## src/hdl/ffba_pkg.sv

```systemverilog
// shared types and constants for the first-fit block allocator
`default_nettype none
package ffba_pkg;

   localparam logic [1:0] KIND_REBUILD = 2'd0;
   localparam logic [1:0] KIND_ALLOC   = 2'd1;
   localparam logic [1:0] KIND_RELEASE = 2'd2;

   localparam logic [2:0] ST_OK       = 3'd0;
   localparam logic [2:0] ST_ZERO     = 3'd1;
   localparam logic [2:0] ST_NOMEM    = 3'd2;
   localparam logic [2:0] ST_BADPTR   = 3'd3;
   localparam logic [2:0] ST_DBLFREE  = 3'd4;

   localparam logic CSR_HEAP_BASE  = 1'b0;
   localparam logic CSR_HEAP_BYTES = 1'b1;

   typedef struct packed {
      logic [1:0]  kind;
      logic [23:0] req_size;
      logic [31:0] release_addr;
   } req_type;

   typedef struct packed {
      logic [2:0]  status;
      logic [31:0] data_addr;
      logic [23:0] granted_size;
      logic [24:0] used_total;
   } rsp_type;

endpackage
`default_nettype wire

```

## src/hdl/ffba_table.sv

```systemverilog
// block table memory: one synchronous read port, one write port
`default_nettype none
module ffba_table
   import ffba_pkg::*;
#(
   parameter int IDX_W = 6,
   parameter int ENT_W = 55
) (
   input  wire logic             clock,
   input  wire logic             rd_en,
   input  wire logic [IDX_W-1:0] rd_idx,
   output logic      [ENT_W-1:0] rd_data,
   input  wire logic             wr_en,
   input  wire logic [IDX_W-1:0] wr_idx,
   input  wire logic [ENT_W-1:0] wr_data
);

   logic [ENT_W-1:0] mem [2**IDX_W];

   always_ff @(posedge clock) begin
      if (wr_en) begin
         mem[wr_idx] <= wr_data;
      end
      if (rd_en) begin
         rd_data <= mem[rd_idx];
      end
   end

endmodule
`default_nettype wire

```

## config.mk

```make
export PLATFORM = sky130hd
export DESIGN_NAME = ffba_table
export DESIGN_NICKNAME = d
export VERILOG_FILES = /design/src/hdl/ffba_pkg.sv /design/src/hdl/ffba_table.sv
export SDC_FILE = /design/constraint.sdc
export NUM_CORES = 2
export LEC_CHECK = 0
export ABC_AREA = 0
export BUFFER_PORTS_ARGS = -buffer_cell sky130_fd_sc_hd__buf_2
export CAP_MARGIN = 20
export CORE_MARGIN = 2
export CORE_UTILIZATION = 54
export DETAILED_ROUTE_END_ITERATION = 6
export GPL_ROUTABILITY_DRIVEN = 0
export MAX_ROUTING_LAYER = met4
export PLACE_DENSITY = 0.7
export SYNTH_ARGS = -nofsm -noshare
export SYNTH_HDL_FRONTEND = slang
export SYNTH_SLANG_ARGS = --single-unit
```

## constraint.sdc

```tcl
create_clock -name clock -period 8.6 [get_ports clock]
set_input_delay 1.29 -clock clock [delete_from_list [all_inputs] [get_ports clock]]
set_output_delay 1.29 -clock clock [all_outputs]
set_load 0.05 [all_outputs]
```

==> flow_summary.toml <==
[timing]
whs_ps = 588
max_freq_mhz = 244
finalHoldViolCount = 0
setup_viol_count_final = 0
rsz0062_at_grt = "no"
period_needed_ps = 4090
worst_clock_skew_ps = 46.5
fin_crit_sh_pct = 47.6
worstMarginPinSlew_ps = 1420
drv_slew = 0
relSlewSlack_pct = 5.48
fin_setup_tns_ps = 0

[yosys]
netlist_instances = 5701
synth_async_sr_flop_share_pct = 0
seq_area_frac_synth_pct = 79.8
synth_commonest_cells = "3575 x edfxtp_1, 842 x mux4_2, 200 x o22ai_1, 138 x buf_2, 128 x mux2i_1"
synth_edf_count = 3575
synth_top_area_cell = "edfxtp_1"
yosysWarnings = 0
synthTopCellsByArea = "edfxtp_1 80%, mux4_2 14%, mux2i_1 0.95%"
synth_cell_types = 38
yosys_most_used_dff = "edfxtp_1"
syn-cell-area_mm2 = 0.135
syn_nets = 5771
avgSynthCellArea_um2 = 23.6
synth_top_area_share_pct = 79.8
yosys.cell_count.top_type = "edfxtp_1"
ys_seq_elements = 3575

[worst_hold_path]
min_path_type = "input pin to flop"
whs_path_depth = 1

[cells_and_area]
nFillCells = 16700
nNetsFinal = 6132
syn2layout_area_growth_pct = 12.4
drive_above_1_share_pct = 27.7
final_cell_area_mm2 = 0.151
final_cells = 9682

[detailed_routing]
drc = 0
wl_per_cell_um = 38.6
drt_iter0_drc = 11400
drtAntennaViolNets = 0
viasPerCell = 6.91
wl_um = 373000
firstDrtPassIters = 5
via_count = 66900

[worst_setup_path]
path_delay_family = "buffers and inverters"
cp-end-kind = "flop"
cpMaxStageDelayCell = "buf_4"
worst_path_largest_cell_delay_ps = 660
cp_num_buf_inv = 3
cp_max_fo = 105
cp.depth = 7
r2r.worst_path.cells = 4
path_cells = "buf_12 > buf_4 > buf_4 > mux4_2 > o22ai_1 > nor4_1 > o22a_1"
critPathRequiredTime_ps = 9310
critPathMostFrequentCell = "buf_4"
crit_type = "input pin to flop"
setup.worst_path.start_class = "input pin"
critPathArrivalTime_ps = 4800

[power_and_ir_drop]
ir_drop_uv = 194
pwr-share-clk_pct = 41.3
power.switching_mw = 7.52
pwr_density_cell_mw_per_mm2 = 238
switching_share_pct = 20.9
combPwrFrac_pct = 4.7
p_int_mw = 28.4
power.sequential.fraction_pct = 53.9
power_mw = 36.0
leakage_nw = 46.8

[cts]
cts_resized = 0
cts_tree = "yes"
htreeDepth = 5
clkLatencyLatePin_ps = 950
clock_path_buffers = 4
numCtsBuffers = 358
postCtsSetupBuffers = 0
clkTransAtPathRegs_ps = 60
cts_sinks = 3575
cts.hold.buffers_added = 0
cts-root-buf = "clkbuf_16"

[global_route]
grt_use_total_pct = 30.4
grt.overflow.total = 0
grt_antenna_before_repair = 43
grt_pass1_wl_um = 514000
grt_pass1_vias = 65500
grt_max_degree = 112

[floorplanning]
dieHeight_um = 503
start_util_pct = 54.2
core-area_mm2 = 0.248
die-area_mm2 = 0.253
ios = 125
num_rows = 183
fp.dieW_um = 503

[outcome]
status = "finished, final reports clean"

[placement]
dp.cells = 9010
dp_hpwl_um = 193000
io_buffers = 124
post_dp_cell_area_mm2 = 0.140

[run]
max_cap_violations = 0
[logic make-up (layout without fill, tap and decap cells)]
| family | count (synthesis) | after routing | synth area share (%) |
|---|---|---|---|
| buffers and inverters | 324 | 944 | 1.15 |
| multiplexers | 1010 | 1010 | 15.4 |
| AO/OA/AOI/OAI | 524 | 524 | 2.71 |
| flip-flops | 3575 | 3575 | 79.8 |
| other | 0 | 31 | 0 |
| AND/OR/NAND/NOR | 268 | 268 | 0.994 |
[state kept, by name, summed over array words and instances, names as in the netlist]
name,flops
mem,3520
rd_data,55
[routing by layer]
metal	global-route usage, %	part of all wire (%)
met1	41.3	36
met2	46.1	48
met3	6.42	12
met4	11.3	4.2
met5	-	0
[power groups by stage]
stage / clock network (mW) / registers, mW / logic, mW
3_5_place_dp: 0 / 19.8 / 1.66
3_3_place_gp: 0 / 19.8 / 1.63
2_1_floorplan: 0 / 19.8 / 0.891
6_report: 14.9 / 19.4 / 1.70
4_1_cts: 15.0 / 19.4 / 1.67
5_1_grt: 15.6 / 19.4 / 1.78
[final timing paths]
| check | startpoint | endpoint | slack [ps] |
|---|---|---|---|
| max | rd_idx[0] | rd_data[54]$_DFFE_PP_ | 4510 |
| min | wr_data[50] | mem[45][50]$_DFFE_PP_ | 590 |
| max reg2reg | mem[15][4]$_DFFE_PP_ | rd_data[4]$_DFFE_PP_ | 6350 |
| min reg2reg | mem[62][53]$_DFFE_PP_ | rd_data[53]$_DFFE_PP_ | 910 |
[stage by stage]
step	worst slack, ps	utilization, %
4_1_cts	4510	60.8
3_3_place_gp	3490	56.3
2_1_floorplan	2530	-
5_1_grt	4330	61.0
3_5_place_dp	3520	56.4
6_report	4510	61.0
[cells in the final DEF, fill, tap and decap left out, types with 11 or more instances in the layout]
cell       count
edfxtp_1    3575
mux4_2       842
clkbuf_16    363
o22ai_1      200
buf_4        173
mux2i_1      128
buf_2        117
clkbuf_1      91
a21oi_1       79
clkinv_1      78
o221ai_1      74
nor2_4        63
clkinv_2      45
nor4_1        44
mux2_2        40
nor2_1        39
a221oi_1      39
a22oi_1       35
o22a_1        35
buf_12        33
diode_2       31
bufinv_16     27
nand2_1       23
nor2b_1       20
a22o_1        18
nand3_1       16
a211oi_1      13
o21ai_1       12
and3_1        11
[worst register-to-register path, delay by kind of cell (launching register included)]
family	cells	cell delay, ps
mux	2	760
compound gates	1	730
flops	1	360
simple gates	1	80
[cell type report]
class / instances / area (um2) / area share, %
antenna: 31 / 77.6 / 0.0513
clock buffer: 454 / 9430 / 6.23
clock inverter: 165 / 1490 / 0.987
multi-input combinational: 1802 / 26200 / 17.3
sequential: 3575 / 107000 / 70.9
tap: 3330 / 4170 / 2.75
timing repair buffer: 325 / 2570 / 1.70
No activity file was read; power rests on OpenSTA's default activity.
